$ cat config.mk
export PLATFORM = sky130hd
export DESIGN_NAME = euclidean_distance_accumulator_flat
export DESIGN_NICKNAME = d
export VERILOG_FILES = /design/src/rtl/eda_pkg.sv /design/src/rtl/eda_if.sv /design/src/rtl/eda_ctrl.sv /design/src/rtl/eda_dpath.sv /design/src/rtl/euclidean_distance_accumulator.sv /design/src/flat_wrapper.sv
export SDC_FILE = /design/constraint.sdc
export NUM_CORES = 1
export LEC_CHECK = 0
export ABC_AREA = 1
export BUFFER_PORTS_ARGS = -buffer_cell sky130_fd_sc_hd__buf_2
export CORE_UTILIZATION = 55
export DETAILED_ROUTE_END_ITERATION = 8
export PLACE_DENSITY = 0.72
export SETUP_SLACK_MARGIN = 0.5
export SYNTH_ARGS = -nofsm -noshare
export SYNTH_HDL_FRONTEND = slang
export SYNTH_SLANG_ARGS = --single-unit
$ cat constraint.sdc
create_clock -name clock -period 7.9 [get_ports clock]
set_clock_uncertainty 0.15 [all_clocks]
set_input_delay 1.185 -clock clock [delete_from_list [all_inputs] [get_ports clock]]
set_output_delay 1.185 -clock clock [all_outputs]
set_load 0.01 [all_outputs]
$ cat src/rtl/eda_pkg.sv
// ----------------------------------------------------------------------------
// eda_pkg
// Shared constants and controller/datapath command and status types for the
// Euclidean distance accumulator.
// ----------------------------------------------------------------------------
package eda_pkg;

   localparam int FEATURE_WIDTH_DEF = 16;
   localparam int ACC_WIDTH_DEF     = 48;
   localparam int DIST_W            = 24;

   typedef struct packed {
      logic load;       // capture a request and form the difference
      logic square;     // register the square of the difference
      logic accum;      // add the square into the running sum
      logic root_step;  // one digit of the square root
      logic out_load;   // move the finished root into the result register
   } dp_cmd_type;

   typedef struct packed {
      logic last;       // captured request closes the vector
      logic root_last;  // current root step is the final one
   } dp_status_type;

endpackage : eda_pkg

$ cat src/rtl/eda_if.sv
// ----------------------------------------------------------------------------
// eda_req_if / eda_rsp_if
// Valid/ready channels for element pairs and distance results.
// ----------------------------------------------------------------------------
interface eda_req_if #(
   parameter int FEATURE_WIDTH = eda_pkg::FEATURE_WIDTH_DEF
);
   logic                            valid;
   logic                            ready;
   logic signed [FEATURE_WIDTH-1:0] elem_a;
   logic signed [FEATURE_WIDTH-1:0] elem_b;
   logic                            last;

   modport source (output valid, output elem_a, output elem_b, output last, input ready);
   modport sink   (input valid, input elem_a, input elem_b, input last, output ready);
endinterface : eda_req_if

interface eda_rsp_if;
   logic                      valid;
   logic                      ready;
   logic [eda_pkg::DIST_W-1:0] distance;
   logic                      saturated;

   modport source (output valid, output distance, output saturated, input ready);
   modport sink   (input valid, input distance, input saturated, output ready);
endinterface : eda_rsp_if

$ cat src/rtl/eda_ctrl.sv
// ----------------------------------------------------------------------------
// eda_ctrl
// Sequencer: request capture, square, accumulate, iterative root, result
// hand-off. Owns the channel handshakes.
// ----------------------------------------------------------------------------
module eda_ctrl (
   input  logic                   clock,
   input  logic                   reset,
   input  logic                   req_valid,
   output logic                   req_ready,
   output logic                   rsp_valid,
   input  logic                   rsp_ready,
   input  eda_pkg::dp_status_type status,
   output eda_pkg::dp_cmd_type    cmd
);
   import eda_pkg::*;

   localparam logic [2:0] S_IDLE = 3'd0;
   localparam logic [2:0] S_MUL  = 3'd1;
   localparam logic [2:0] S_ACC  = 3'd2;
   localparam logic [2:0] S_ROOT = 3'd3;
   localparam logic [2:0] S_OUT  = 3'd4;

   logic [2:0] state_ff, state_in;
   logic       rsp_valid_ff, rsp_valid_in;
   logic       out_free;

   assign out_free  = !rsp_valid_ff || rsp_ready;
   assign req_ready = (state_ff == S_IDLE);
   assign rsp_valid = rsp_valid_ff;

   always_comb begin
      state_in      = state_ff;
      cmd           = '0;
      cmd.load      = req_ready && req_valid;
      unique case (state_ff)
         S_IDLE: begin
            if (req_valid) begin
               state_in = S_MUL;
            end
         end
         S_MUL: begin
            cmd.square = 1'b1;
            state_in   = S_ACC;
         end
         S_ACC: begin
            cmd.accum = 1'b1;
            state_in  = status.last ? S_ROOT : S_IDLE;
         end
         S_ROOT: begin
            cmd.root_step = 1'b1;
            if (status.root_last) begin
               state_in = S_OUT;
            end
         end
         S_OUT: begin
            // wait here only while the previous result is still unclaimed
            if (out_free) begin
               cmd.out_load = 1'b1;
               state_in     = S_IDLE;
            end
         end
         default: begin
            state_in = S_IDLE;
         end
      endcase
   end

   always_comb begin
      rsp_valid_in = rsp_valid_ff;
      if (cmd.out_load) begin
         rsp_valid_in = 1'b1;
      end else if (rsp_ready) begin
         rsp_valid_in = 1'b0;
      end
   end

   always_ff @(posedge clock) begin
      if (reset) begin
         state_ff     <= S_IDLE;
         rsp_valid_ff <= 1'b0;
      end else begin
         state_ff     <= state_in;
         rsp_valid_ff <= rsp_valid_in;
      end
   end

endmodule : eda_ctrl

$ cat src/rtl/eda_dpath.sv
// ----------------------------------------------------------------------------
// eda_dpath
// Difference, squarer, saturating accumulator, one-bit-per-cycle square root
// and result register.
// ----------------------------------------------------------------------------
module eda_dpath #(
   parameter int FEATURE_WIDTH = eda_pkg::FEATURE_WIDTH_DEF,
   parameter int ACC_WIDTH     = eda_pkg::ACC_WIDTH_DEF
) (
   input  logic                            clock,
   input  logic                            reset,
   input  eda_pkg::dp_cmd_type             cmd,
   output eda_pkg::dp_status_type          status,
   input  logic signed [FEATURE_WIDTH-1:0] elem_a,
   input  logic signed [FEATURE_WIDTH-1:0] elem_b,
   input  logic                            last,
   output logic [eda_pkg::DIST_W-1:0]      distance,
   output logic                            saturated
);
   import eda_pkg::*;

   localparam int MAG_W  = FEATURE_WIDTH + 1;
   localparam int SQ_W   = 2 * MAG_W;
   localparam int SUM_W  = ((SQ_W > ACC_WIDTH) ? SQ_W : ACC_WIDTH) + 1;
   localparam int ROOT_W = (ACC_WIDTH + 1) / 2;
   localparam int RAD_W  = 2 * ROOT_W;
   localparam int REM_W  = ROOT_W + 2;
   localparam int CNT_W  = $clog2(ROOT_W);

   logic signed [MAG_W-1:0]  diff_ff;
   logic                     last_ff;
   logic [MAG_W-1:0]         mag;
   logic [SQ_W-1:0]          sq_ff;
   logic [ACC_WIDTH-1:0]     sum_ff, sum_in;
   logic                     sat_ff, sat_in;
   logic [SUM_W-1:0]         total;
   logic                     ovf;
   logic                     res_sat_ff;
   logic [RAD_W-1:0]         rad_ff;
   logic [REM_W-1:0]         rem_ff;
   logic [ROOT_W-1:0]        root_ff;
   logic [CNT_W-1:0]         cnt_ff;
   logic [REM_W-1:0]         rem_sh, trial;
   logic                     fits;
   logic [DIST_W+ROOT_W-1:0] root_ext;
   logic [DIST_W-1:0]        dist_ff;
   logic                     sat_out_ff;

   // stage 1: signed difference, one bit wider than the elements
   always_ff @(posedge clock) begin
      if (cmd.load) begin
         diff_ff <= MAG_W'(elem_a) - MAG_W'(elem_b);
         last_ff <= last;
      end
   end

   assign mag = diff_ff[MAG_W-1] ? MAG_W'(-diff_ff) : MAG_W'(diff_ff);

   // stage 2: exact square
   always_ff @(posedge clock) begin
      if (cmd.square) begin
         sq_ff <= SQ_W'(mag) * SQ_W'(mag);
      end
   end

   // stage 3: saturating accumulate
   assign total  = SUM_W'(sum_ff) + SUM_W'(sq_ff);
   assign ovf    = |total[SUM_W-1:ACC_WIDTH];
   assign sum_in = ovf ? '1 : total[ACC_WIDTH-1:0];
   assign sat_in = sat_ff | ovf;

   always_ff @(posedge clock) begin
      if (reset) begin
         sum_ff <= '0;
         sat_ff <= 1'b0;
      end else if (cmd.accum) begin
         if (last_ff) begin
            sum_ff <= '0;
            sat_ff <= 1'b0;
         end else begin
            sum_ff <= sum_in;
            sat_ff <= sat_in;
         end
      end
   end

   // restoring square root, two radicand bits per step
   assign rem_sh = {rem_ff[ROOT_W-1:0], rad_ff[RAD_W-1 -: 2]};
   assign trial  = {root_ff, 2'b01};
   assign fits   = (rem_sh >= trial);

   always_ff @(posedge clock) begin
      if (cmd.accum && last_ff) begin
         rad_ff     <= RAD_W'(sum_in);
         rem_ff     <= '0;
         root_ff    <= '0;
         cnt_ff     <= '0;
         res_sat_ff <= sat_in;
      end else if (cmd.root_step) begin
         rad_ff  <= rad_ff << 2;
         rem_ff  <= fits ? (rem_sh - trial) : rem_sh;
         root_ff <= {root_ff[ROOT_W-2:0], fits};
         cnt_ff  <= cnt_ff + CNT_W'(1);
      end
   end

   assign root_ext = {{DIST_W{1'b0}}, root_ff};

   always_ff @(posedge clock) begin
      if (cmd.out_load) begin
         dist_ff    <= root_ext[DIST_W-1:0];
         sat_out_ff <= res_sat_ff;
      end
   end

   assign status.last      = last_ff;
   assign status.root_last = (cnt_ff == CNT_W'(ROOT_W - 1));
   assign distance         = dist_ff;
   assign saturated        = sat_out_ff;

endmodule : eda_dpath

$ cat src/rtl/euclidean_distance_accumulator.sv
// Each element pair is captured, squared and accumulated in turn; the pair
// marked last then runs the iterative root steps and a result-register load.
// A new pair is taken only after the previous one has been accumulated.
// A finished result waits in its own register while the next vector streams.
// Reset (synchronous, active high) clears the sum, the flag and the handshakes.
// ----------------------------------------------------------------------------
// euclidean_distance_accumulator
// Sum of squared differences of Q8.8 element pairs, floor square root on the
// last pair, saturating accumulator with sticky flag.
// ----------------------------------------------------------------------------
module euclidean_distance_accumulator #(
   parameter int FEATURE_WIDTH = eda_pkg::FEATURE_WIDTH_DEF,
   parameter int ACC_WIDTH     = eda_pkg::ACC_WIDTH_DEF
) (
   input logic   clock,
   input logic   reset,
   eda_req_if.sink   req_chan,
   eda_rsp_if.source rsp_chan
);
   import eda_pkg::*;

   dp_cmd_type    cmd;
   dp_status_type status;

   eda_ctrl u_ctrl (
      .clock     (clock),
      .reset     (reset),
      .req_valid (req_chan.valid),
      .req_ready (req_chan.ready),
      .rsp_valid (rsp_chan.valid),
      .rsp_ready (rsp_chan.ready),
      .status    (status),
      .cmd       (cmd)
   );

   eda_dpath #(
      .FEATURE_WIDTH (FEATURE_WIDTH),
      .ACC_WIDTH     (ACC_WIDTH)
   ) u_dpath (
      .clock     (clock),
      .reset     (reset),
      .cmd       (cmd),
      .status    (status),
      .elem_a    (req_chan.elem_a),
      .elem_b    (req_chan.elem_b),
      .last      (req_chan.last),
      .distance  (rsp_chan.distance),
      .saturated (rsp_chan.saturated)
   );

`ifndef ASSERT_OFF
   // one request in flight: no new request straight after one is taken
   a_one_in_flight: assert property (@(posedge clock) disable iff (reset)
      (req_chan.valid && req_chan.ready) |=> (!req_chan.ready && cmd.square))
      else $error("request accepted while previous one still in work");

   // the result register is never overwritten while its result is unclaimed
   a_no_overwrite: assert property (@(posedge clock) disable iff (reset)
      cmd.out_load |-> (!rsp_chan.valid || rsp_chan.ready))
      else $error("pending result overwritten");

   // the root starts right after the last pair is accumulated
   a_root_follows: assert property (@(posedge clock) disable iff (reset)
      (cmd.accum && status.last) |=> cmd.root_step)
      else $error("root did not start after last request");

   // a result appears only through a result-register load
   a_rsp_source: assert property (@(posedge clock) disable iff (reset)
      $rose(rsp_chan.valid) |-> $past(cmd.out_load))
      else $error("result valid without a result load");
`endif

endmodule : euclidean_distance_accumulator

$ cat src/flat_wrapper.sv
// flat-port wrapper written by rule: the top's interface ports become plain ports
module euclidean_distance_accumulator_flat import eda_pkg::*;
#(
   parameter int FEATURE_WIDTH = eda_pkg::FEATURE_WIDTH_DEF,
   parameter int ACC_WIDTH     = eda_pkg::ACC_WIDTH_DEF
)
  (clock, reset, req_chan_valid, req_chan_elem_a, req_chan_elem_b, req_chan_last, req_chan_ready, rsp_chan_valid, rsp_chan_distance, rsp_chan_saturated, rsp_chan_ready);
  eda_req_if #(.FEATURE_WIDTH(FEATURE_WIDTH)) req_chan_i ();
  eda_rsp_if rsp_chan_i ();
  input logic clock;
  input logic reset;
  input wire logic [$bits(req_chan_i.valid)-1:0] req_chan_valid;
  input wire logic [$bits(req_chan_i.elem_a)-1:0] req_chan_elem_a;
  input wire logic [$bits(req_chan_i.elem_b)-1:0] req_chan_elem_b;
  input wire logic [$bits(req_chan_i.last)-1:0] req_chan_last;
  output wire logic [$bits(req_chan_i.ready)-1:0] req_chan_ready;
  output wire logic [$bits(rsp_chan_i.valid)-1:0] rsp_chan_valid;
  output wire logic [$bits(rsp_chan_i.distance)-1:0] rsp_chan_distance;
  output wire logic [$bits(rsp_chan_i.saturated)-1:0] rsp_chan_saturated;
  input wire logic [$bits(rsp_chan_i.ready)-1:0] rsp_chan_ready;
  assign req_chan_i.valid = req_chan_valid;
  assign req_chan_i.elem_a = req_chan_elem_a;
  assign req_chan_i.elem_b = req_chan_elem_b;
  assign req_chan_i.last = req_chan_last;
  assign req_chan_ready = req_chan_i.ready;
  assign rsp_chan_valid = rsp_chan_i.valid;
  assign rsp_chan_distance = rsp_chan_i.distance;
  assign rsp_chan_saturated = rsp_chan_i.saturated;
  assign rsp_chan_i.ready = rsp_chan_ready;
  euclidean_distance_accumulator #(.FEATURE_WIDTH(FEATURE_WIDTH), .ACC_WIDTH(ACC_WIDTH)) u_core (.clock(clock), .reset(reset), .req_chan(req_chan_i), .rsp_chan(rsp_chan_i));
endmodule
* Word level (Yosys, flattened, before mapping)
Index checks and enable logic that the tools add are counted.
** Word-level totals
- Bits in registers :: 232
- Logic and storage cells :: 57
- Output and inout bits :: 27
- Input port bits :: 37
** Operators by class
- Order comparisons :: 1
- Equality and inequality tests :: 8
- Mux-type cells :: 19
- Add/subtract/negate cells :: 5
- Multiply operators :: 1
- Reductions and logical operators :: 8
- Bitwise logic cells :: 1
** Operators by type and width (number)
- two-way mux 48 bit :: 4
- adder 48 x 34 -> 49 bit :: 1
- multiplier 17 x 17 -> 34 bit :: 1
- greater-or-equal comparator 26 bit :: 1
- two-way mux 24 bit :: 1
- subtractor 24 bit :: 1
- two-way mux 17 bit :: 1
- negation 17 bit :: 1
- subtractor 16 x 16 -> 17 bit :: 1
- one-hot mux 3 bit (5 select lines) :: 1
- two-way mux 3 bit :: 3
- two-way mux 1 bit :: 8
- == test 3 x 2 -> 1 bit (second input constant) :: 2
- adder 5 x 1 -> 5 bit (second input constant) :: 1
- == test 5 bit (second input constant) :: 1
- inequality test 2 bit (second input constant) :: 2
- nonzero test 2 bit :: 2
- == test 3 x 1 -> 1 bit (second input constant) :: 1
- == test 3 bit (second input constant) :: 1
- zero test 3 bit :: 1
- AND reduction 3 bit :: 1
- logical AND 1 bit :: 2
- two-way mux 2 bit :: 1
- inequality test 2 x 1 -> 1 bit (second input constant) :: 1
- 3 further kinds :: 3

* Logic depth before layout (Yosys ltp)
Gate-level depths: netlist of run 1.
- Depth after elaboration :: 5
- Gate-level depth with buffers :: 37
- Gate-level depth less buffers :: 36

* Modules after synthesis
Synthesis of run 1 repeated with hierarchy kept, for this count alone.
** Second synthesis, totals
- Cells, all modules :: 3088
- Area, all modules :: 23149.7 sq um
** By module, submodules not included
- eda_dpath :: cells an instance 3051, area each 22915.7 sq um, sequential area each 5795.6 sq um, instances 1
- eda_ctrl :: cells an instance 37, area each 234.0 sq um, sequential area each 80.1 sq um, instances 1

* Worst setup path before layout of run 1
OpenSTA, ideal clock, no wires.
- Kind :: reg-to-reg
- From :: reg u_core.u_dpath.diff_ff[0]
- To :: reg u_core.u_dpath.sq_ff[30] (data pin)
- Required time :: 7.498 ns
- Path buffers :: 1
- Stages on the path, launching flop included :: 32
- Setup time :: 0.252 ns
- Path slack :: 0.779 ns
- Period minus slack after synthesis :: 7.121 ns
- Arrival :: 6.718 ns
- Cell sequence :: edfxtp_1 inv_2 clkbuf_1 ha_1 nand3_2 inv_2 nand3_2 nor3_2 nand2_1 nor3_1 nand3_2 nor2_1 inv_1 fa_1 inv_1 fa_1 fa_1 fa_1 fa_1 inv_1 fa_1 inv_1 ha_1 a21oi_1 o21ai_0 a21oi_1 nand3_1 a21o_1 nand2_1 nand2_1 nand2_1 nand2_1
** Between the ends
- Longest elaborated chain between the ends :: 3
** Ends and longest elaborated chain
- start, declared :: line eda_dpath.sv:30 : logic signed [MAG_W-1:0] diff_ff;
- start signal, assigned :: line eda_dpath.sv:52 : diff_ff <= MAG_W'(elem_a) - MAG_W'(elem_b);
- negation 17 bit :: line eda_dpath.sv:57 : assign mag = diff_ff[MAG_W-1] ? MAG_W'(-diff_ff) : MAG_W'(diff_ff);
- two-way mux 17 bit (*) :: line eda_dpath.sv:57
- multiplier 17 x 17 -> 34 bit (*) :: line eda_dpath.sv:62 : sq_ff <= SQ_W'(mag) * SQ_W'(mag);
- end signal, assigned :: line eda_dpath.sv:62
- end, declared :: line eda_dpath.sv:33 : logic [SQ_W-1:0] sq_ff;
Every way passes the cells marked *; elsewhere a longest branch is shown, timed or not.
A chain may end at the register's enable or synchronous reset.

* Worst setup path in the final report of run 1
- From :: reg u_core.u_dpath.diff_ff[1]
- To :: reg u_core.u_dpath.sq_ff[27] (data pin)
The elaborated chain is that of the path after synthesis.

==> results of run 1 <==
synth_stat cells, drive strengths merged:
cell	instances
and2	2
xnor2	35
nand2	896
o221ai	1
o21bai	9
a21o	12
nand4	46
nor4	4
o21a	1
inv	635
xor2	59
a211oi	1
buf	23
a31oi	6
a311oi	1
fa	194
or2	5
nor3b	2
ha	183
o31ai	1
a21boi	5
nor3	19
o211ai	3
clkbuf	39
conb	2
nor2	269
o22ai	5
a21oi	164
o21ai	89
or3	1
clkinv	1
and3	1
o41ai	1
dfxtp	106
nand3b	2
nand3	155
edfxtp	125
sequential cells by signal, indices dropped and copies added (netlist names):
signal and cells:
u_core.u_dpath.distance 24, u_core.u_ctrl.state_ff 3, u_core.u_dpath.rad_ff 48, u_core.u_dpath.sat_ff 1, u_core.u_dpath.cnt_ff 5, u_core.u_ctrl.rsp_valid 1
u_core.u_dpath.last_ff 1, u_core.u_dpath.sum_ff 48, u_core.u_dpath.root_ff 24, u_core.u_dpath.saturated 1, u_core.u_dpath.sq_ff 33, u_core.u_dpath.diff_ff 17
u_core.u_dpath.rem_ff 24, u_core.u_dpath.res_sat_ff 1
timing repair:
action	in CTS	in global routing
resized for setup	6	40
buffers inserted	0	6
endpoints found under the setup margin	10	18
pin swaps	0	2
stage by stage:
stage	worst slack, ns	instance area [sq um]	utilization (%)
detailed placement	0.4047	24030	58.45
global placement	0.5168	24030	58.45
CTS	0.5183	24970	60.74
finish	0.8279	25140	61.16
global route	0.4864	25140	61.16
floorplan	0.7795	23130	-
layer usage:
metal	global-route usage (%)	wire, um
met2	51.08	29480
met1	39.57	28070
met4	8.498	1617
met3	3.359	2976
met5	0	0
kinds of logic (layout without fill, tap and decap cells):
kind of cell	count (synthesis)	count (layout)	share of synthesized area, %
and+or+nand+nor	1402	1402	25.38
xor gates and xnor gates	94	94	3.629
other	2	12	0.03251
DFF	231	231	25.44
adders and majority gates	377	377	26.73
AOI/OAI and AO/OA	299	299	7.178
buffers and inverters	698	781	11.61
critical path, delay by kind of cell (launching register included):
kind                       cells  cell delay, ns
and+or+nand+nor                9            1.01
adders and majority gates      8            3.44
AOI/OAI and AO/OA              4            0.72
DFF                            1            0.40
buffers and inverters         10            0.92
xor gates and xnor gates       1            0.14
worst max path at each step:
stage | from | end | slack (ns) | cells past startpoint
CTS | u_core.u_dpath.diff_ff[1] | u_core.u_dpath.sq_ff[30] | 0.52 | 33
finish | u_core.u_dpath.diff_ff[1] | u_core.u_dpath.sq_ff[27] | 0.83 | 32
global placement | u_core.u_dpath.diff_ff[0] | u_core.u_dpath.sq_ff[21] | 0.52 | 29
floorplan | u_core.u_dpath.diff_ff[0] | u_core.u_dpath.sq_ff[30] | 0.78 | 31
global route | u_core.u_dpath.diff_ff[1] | u_core.u_dpath.sq_ff[30] | 0.49 | 33
detailed placement | u_core.u_dpath.diff_ff[1] | u_core.u_dpath.sq_ff[27] | 0.40 | 30
final cells by class:
class                           instances  area share [%]
Clock buffer                           37           3.041
Clock inverter                         15          0.6519
Inverter                              636           9.555
Multi-Input combinational cell       2184           58.57
Sequential cell                       231           23.37
Tap cell                              532           2.647
Timing Repair Buffer                   93           2.165
==> reports/metrics.cfg, run 1 <==
[routing]
drtIter0Drc=1265
wl_per_cell_um=16.67
postRouteAntennaNets=0
drtPass1Iterations=6
vias=19810
drc=0
drt_wl_total_um=62150
vias_per_cell=5.314

[finish]
antenna_cells=0
final_common_cell=nand2_1
multi_input_area_sq_mm=0.01473
syn_to_final_growth_pct=8.857
fillerInstances=3828
layout.nets=3588
fin_cells=3728
regArea_sq_mm=0.005876
drive_gt1_share_pct=8.448
layout_common_cells=nand2_1, inv_1, nor2_1

[synthesis]
ys_top_cells_by_area=fa_1, edfxtp_1, nand2_1, inv_1, ha_1
netlist.area_leader.share_pct=16.81
syn_area_per_cell_sq_um=7.443
synthCells=3103
yosys_warnings=0
synth-seq-cells=231
yosysTopAreaCell=fa_1
seq_area_frac_synth_pct=25.44
synth_cell_types=52
syn_area_sq_mm=0.02310

[sta]
drv_slew=0
hold_viol=0
final.setup.tns_ns=0
worst_slew_pin_slew_ns=1.003
fin_crit_sh_pct=89.52
whs_ns=0.2731
period_minus_slack_ns=7.072
setup_violations=0
fmax_ghz=0.1414
rsz0062_at_grt=no
slew_headroom_pct=32.95

[worst_hold_path]
hold_class=flip-flop to flip-flop
hp-start=u_core.u_dpath.res_sat_ff
hold_path_depth=0
hold_end=u_core.u_dpath.saturated

[critical_path]
start_kind=flip-flop
rr_endpoint=u_core.u_dpath.sq_ff[27]
r2r_start=u_core.u_dpath.diff_ff[1]
slowest_stage=fa_1
r2r_slack_ns=0.83
cp-end-kind=flip-flop
critPathRequiredTime_ns=8.05
crit_type=flip-flop to flip-flop
rr_worst_depth=32
cp_max_fo=9
arrival_ns=7.22
max_stage_delay_ns=0.53

[floorplan]
die-area_sq_mm=0.04282
start_util_pct=56.18
fp.dieH_um=206.9
fp-row-count=74
coreArea_sq_mm=0.04111
io_pins=64
die-width_um=206.9

[clock_network]
ctsRootBufferMaster=clkbuf_16
cts_buffer_depth=3
clk_latency_ns=0.59
clk_pin_slew_ns=0.06
cts_sinks=231
h-tree-depth=1
cts_tree=done
cts_buffers=28
hold_buffers=0

[grt]
grt-ovfl-total=0
grt_pass1_wl_um=100100
grt_max_degree=63
grt_antenna_before_repair=0
grt_pass1_vias=19720
track_usage_pct=29.78

[placement]
placedCellCount=3670
gp_congestion=0.9465
portBuffers=63
dp_hpwl_um=49890

[job]
drv_cap=0

[run_status]
outcome=complete, no violations

Power of run 1 is left out: the tool's default activity adds up to more than one toggle a clock period on the data nets, which glitch-free logic cannot reach.
==> inputs of run 2 (changes only) <==
==> constraint.sdc (replaced) <==
create_clock -name clock -period 8.45 [get_ports clock]
set_clock_uncertainty 0.15 [all_clocks]
set_input_delay 1.2675 -clock clock [delete_from_list [all_inputs] [get_ports clock]]
set_output_delay 1.2675 -clock clock [all_outputs]
set_load 0.01 [all_outputs]
==> reports/metrics.cfg, run 2 (synthesis gave the netlist of run 1 again) <==
[routing]
drtIter0Drc=1301
vias=19640
drc=0
wl_per_cell_um=16.72
postRouteAntennaNets=0
drtPass1Iterations=5
drt_wl_total_um=62130
vias_per_cell=5.286

[floorplan]
start_util_pct=56.18
fp-row-count=74
die-area_sq_mm=0.04282
die-width_um=206.9
coreArea_sq_mm=0.04111
fp.dieH_um=206.9
io_pins=64

[grt]
grt_pass1_wl_um=100200
grt_antenna_before_repair=0
grt_max_degree=84
track_usage_pct=29.92
grt-ovfl-total=0
grt_pass1_vias=19560

[sta]
final.setup.tns_ns=0
fin_crit_sh_pct=88.94
setup_violations=0
rsz0062_at_grt=no
drv_slew=0
hold_viol=0
fmax_ghz=0.1331
slew_headroom_pct=40.49
period_minus_slack_ns=7.515
worst_slew_pin_slew_ns=0.8927

[placement]
dp_hpwl_um=50030
gp_congestion=0.9549
portBuffers=63
placedCellCount=3667

[critical_path]
max_stage_delay_ns=0.55
cp-end-kind=flip-flop
r2r_start=u_core.u_dpath.diff_ff[0]
cp_top_family=adder cells
crit_start=u_core.u_dpath.diff_ff[0]
cp_max_fo=18
critPathRequiredTime_ns=8.61
r2r_slack_ns=0.93
path_buf_inv=8
crit_type=flip-flop to flip-flop
arrival_ns=7.67
start_kind=flip-flop
slowest_stage=fa_1

[clock_network]
h-tree-depth=1
clk_pin_slew_ns=0.06
cts_buffers=26
cts_sinks=231
ctsRootBufferMaster=clkbuf_16
hold_buffers=0
clk_latency_ns=0.58
cts_buffer_depth=3
cts_tree=done

[finish]
fin_cells=3716
fillerInstances=3903
top_regs=u_core.u_dpath.rad_ff: 48 flops, u_core.u_dpath.sum_ff: 48 flops, u_core.u_dpath.sq_ff: 33 flops
regArea_sq_mm=0.005876
final_common_cell=nand2_1
syn_to_final_growth_pct=8.039
drive_gt1_share_pct=7.443
antenna_cells=0
layout.nets=3578
layout_common_cells=nand2_1, inv_1, nor2_1
multi_input_area_sq_mm=0.01463

[run_status]
outcome=complete, no violations

[worst_hold_path]
hold_class=flip-flop to flip-flop
hp-start=u_core.u_dpath.root_ff[1]

[job]
drv_cap=0

==> run 2: cell types whose count changed in the layout (fill, tap and decap cells not counted), moves of 4 or more <==
cell     previous run  this run
a21oi_2            19        14
a21oi_1           145       150
nor2_2             15         9
nand2_2            28        32
nand2_4             4         0
nor2_1            249       257
buf_4              29        22
==> run 2: layout make-up <==
cell class | instances | share of cell area, %
multi-input combinational | 2184 | 58.61
tap | 532 | 2.667
clock buffer | 36 | 3.044
timing repair buffer | 85 | 1.925
sequential | 231 | 23.55
clock inverter | 12 | 0.6167
inverter | 636 | 9.587
==> run 2: metrics by stage <==
stage	utilization [%]	worst slack, ns	instance area, sq um	hold slack (ns)
3_5_place_dp	58.40	0.7228	24010	0.2661
6_report	60.70	0.9346	24950	0.2825
3_3_place_gp	58.40	0.9787	24010	0.2678
4_1_cts	60.62	0.6828	24920	0.2826
2_1_floorplan	-	1.329	23130	0.2503
5_1_grt	60.70	0.5192	24950	0.2916
==> run 2: what timing repair did <==
item,in CTS,in global routing
resized for setup,0,11
endpoints found under the hold margin,0,0
endpoints found under the setup margin,0,15
setup buffers,0,1
==> run 2: worst paths after layout <==
| kind | depth (start not counted) | endpoint |
|---|---|---|
| worst max-delay path | 33 | u_core.u_dpath.sq_ff[30] |
| worst min-delay path | 0 | u_core.u_dpath.distance[1] |
| worst max register to register | 33 | u_core.u_dpath.sq_ff[30] |
| worst min register to register | 0 | u_core.u_dpath.distance[1] |
==> run 2: worst register-to-register path, delay by kind of cell (launching register included) <==
| kind | cells | cell delay (ns) |
|---|---|---|
| and+or+nand+nor | 16 | 1.99 |
| AOI/OAI and AO/OA | 1 | 0.19 |
| DFF | 1 | 0.47 |
| buffers and inverters | 8 | 0.76 |
| adders and majority gates | 8 | 3.70 |
==> run 2: routing by layer <==
metal,up-vias,wire length [um],part of all wire [%],GRT usage [%]
met2,539,28960,47,50.26
met5,-,0,0,0
li1,9708,-,-,-
met1,9271,27920,45,40.46
met4,0,1979,3.2,9.828
met3,125,3272,5.3,2.920
Power of run 2 is left out for the same reason.
==> inputs of run 3 (changes only) <==
--- a/config.mk
+++ b/config.mk
@@ -9,7 +9,7 @@
 export BUFFER_PORTS_ARGS = -buffer_cell sky130_fd_sc_hd__buf_2
 export CORE_UTILIZATION = 55
 export DETAILED_ROUTE_END_ITERATION = 8
-export PLACE_DENSITY = 0.72
+export PLACE_DENSITY = 0.74
 export SETUP_SLACK_MARGIN = 0.5
 export SYNTH_ARGS = -nofsm -noshare
 export SYNTH_HDL_FRONTEND = slang
==> constraint.sdc (replaced) <==
create_clock -name clock -period 6.7 [get_ports clock]
set_clock_uncertainty 0.15 [all_clocks]
set_input_delay 1.005 -clock clock [delete_from_list [all_inputs] [get_ports clock]]
set_output_delay 1.005 -clock clock [all_outputs]
set_load 0.01 [all_outputs]
==> reports/metrics.cfg, run 3 (synthesis gave the netlist of run 1 again) <==
[run_status]
outcome=complete, no violations

[routing]
vias_per_cell=5.249
wl_per_cell_um=16.32
drtPass1Iterations=8
drt_wl_total_um=62360
drc=0
postRouteAntennaNets=0
vias=20060
drtIter0Drc=1279

[sta]
drv_slew=0
slew_headroom_pct=27.68
period_minus_slack_ns=6.646
rsz0062_at_grt=yes
hold_viol=0
setup_violations=0
fmax_ghz=0.1505
whs_ns=0.2840
worst_slew_pin_slew_ns=1.082
fin_crit_sh_pct=99.19

[critical_path]
max_stage_delay_ns=0.60
start_kind=flip-flop
slowest_stage=fa_2
cp_max_fo=5
crit_type=flip-flop to flip-flop
arrival_ns=6.83
critPathRequiredTime_ns=6.89
cp-end-kind=flip-flop

[clock_network]
ctsRootBufferMaster=clkbuf_16
h-tree-depth=1
clk_latency_ns=0.58
cts_tree=done
cts_sinks=231
cts_buffer_depth=3
cts_buffers=27
hold_buffers=0
clk_pin_slew_ns=0.07

[floorplan]
die-area_sq_mm=0.04282
fp-row-count=74
die-width_um=206.9
start_util_pct=56.18
fp.dieH_um=206.9
io_pins=64
coreArea_sq_mm=0.04111

[grt]
grt_pass1_wl_um=101100
grt_max_degree=63
grt-ovfl-total=0
grt_antenna_before_repair=0
track_usage_pct=29.94
grt_pass1_vias=20210

[finish]
top_regs=u_core.u_dpath.rad_ff: 48 flops, u_core.u_dpath.sum_ff: 48 flops, u_core.u_dpath.sq_ff: 33 flops
drive_gt1_share_pct=15.26
layout.nets=3683
layout_common_cells=nand2_1, inv_1, nor2_1
design_area_sq_mm=0.02664
fin_cells=3822
antenna_cells=0
syn_to_final_growth_pct=15.36
final_common_cell=nand2_1
fillerInstances=3621

[placement]
portBuffers=63
gp_congestion=0.9871
placedCellCount=3747
dpl_cell_area_sq_mm=0.02496
dp_hpwl_um=49660

[worst_hold_path]
hold_class=flip-flop to flip-flop

[job]
drv_cap=0

-- run 3: cell count changes in the layout (fill, tap and decap cells not counted), sizes merged --
| cell | before | now |
|---|---|---|
| buf | 85 | 189 |
| clkbuf | 36 | 38 |
| clkinv | 6 | 9 |
| inv | 639 | 636 |
-- run 3: area by class of cell --
class                           instances  area (sq um)  share of cell area, %
Clock buffer                           38         768.2                  2.883
Clock inverter                         12         132.6                 0.4978
Inverter                              636          2416                  9.068
Multi-Input combinational cell       2184         15470                  58.05
Sequential cell                       231          5876                  22.05
Tap cell                              532         665.6                  2.498
Timing Repair Buffer                  189          1320                  4.954
-- run 3: per-layer routing --
layer | global-route usage (%) | part of all wire (%)
met1 | 39.92 | 45
met2 | 50.77 | 47
met3 | 3.312 | 5.2
met4 | 9.541 | 3.0
met5 | 0 | 0
-- run 3: repair_timing --
item / 4_1_cts / 5_1_grt
hold endpoints to repair: 0 / 0
gates resized for setup: 68 / 97
endpoints found under the setup margin: 22 / 24
setup buffers: 18 / 7
pin swaps: 34 / 60
-- run 3: worst paths after layout --
| path | start | end | slack [ns] | cells past startpoint |
|---|---|---|---|---|
| worst max-delay path | u_core.u_dpath.diff_ff[1] | u_core.u_dpath.sq_ff[30] | 0.05 | 34 |
| worst min-delay path | u_core.u_dpath.res_sat_ff | u_core.u_dpath.saturated | 0.28 | 0 |
| worst min register to register | u_core.u_dpath.res_sat_ff | u_core.u_dpath.saturated | 0.28 | 0 |
| worst max register to register | u_core.u_dpath.diff_ff[1] | u_core.u_dpath.sq_ff[30] | 0.05 | 34 |
-- run 3: metrics by stage --
| stage | setup TNS (ns) | util [%] | setup slack (ns) |
|---|---|---|---|
| final | 0 | 64.81 | 0.05413 |
| after global routing | -1.308 | 64.81 | -0.2104 |
| after CTS | 0 | 63.78 | 0.1557 |
| after detailed placement | -0.2908 | 60.71 | -0.09436 |
| after global placement | 0 | 60.71 | 0.06188 |
| after floorplan | 0 | - | 0.2335 |
-- run 3: worst max-delay path, delay by kind of cell, from the launching register on --
family          cells  cell delay (ns)
flops               1             0.41
fa+ha+maj           8             3.51
simple gates       17             1.61
compound gates      2             0.35
buf+inv             7             0.39
Power of run 3 is left out for the same reason.
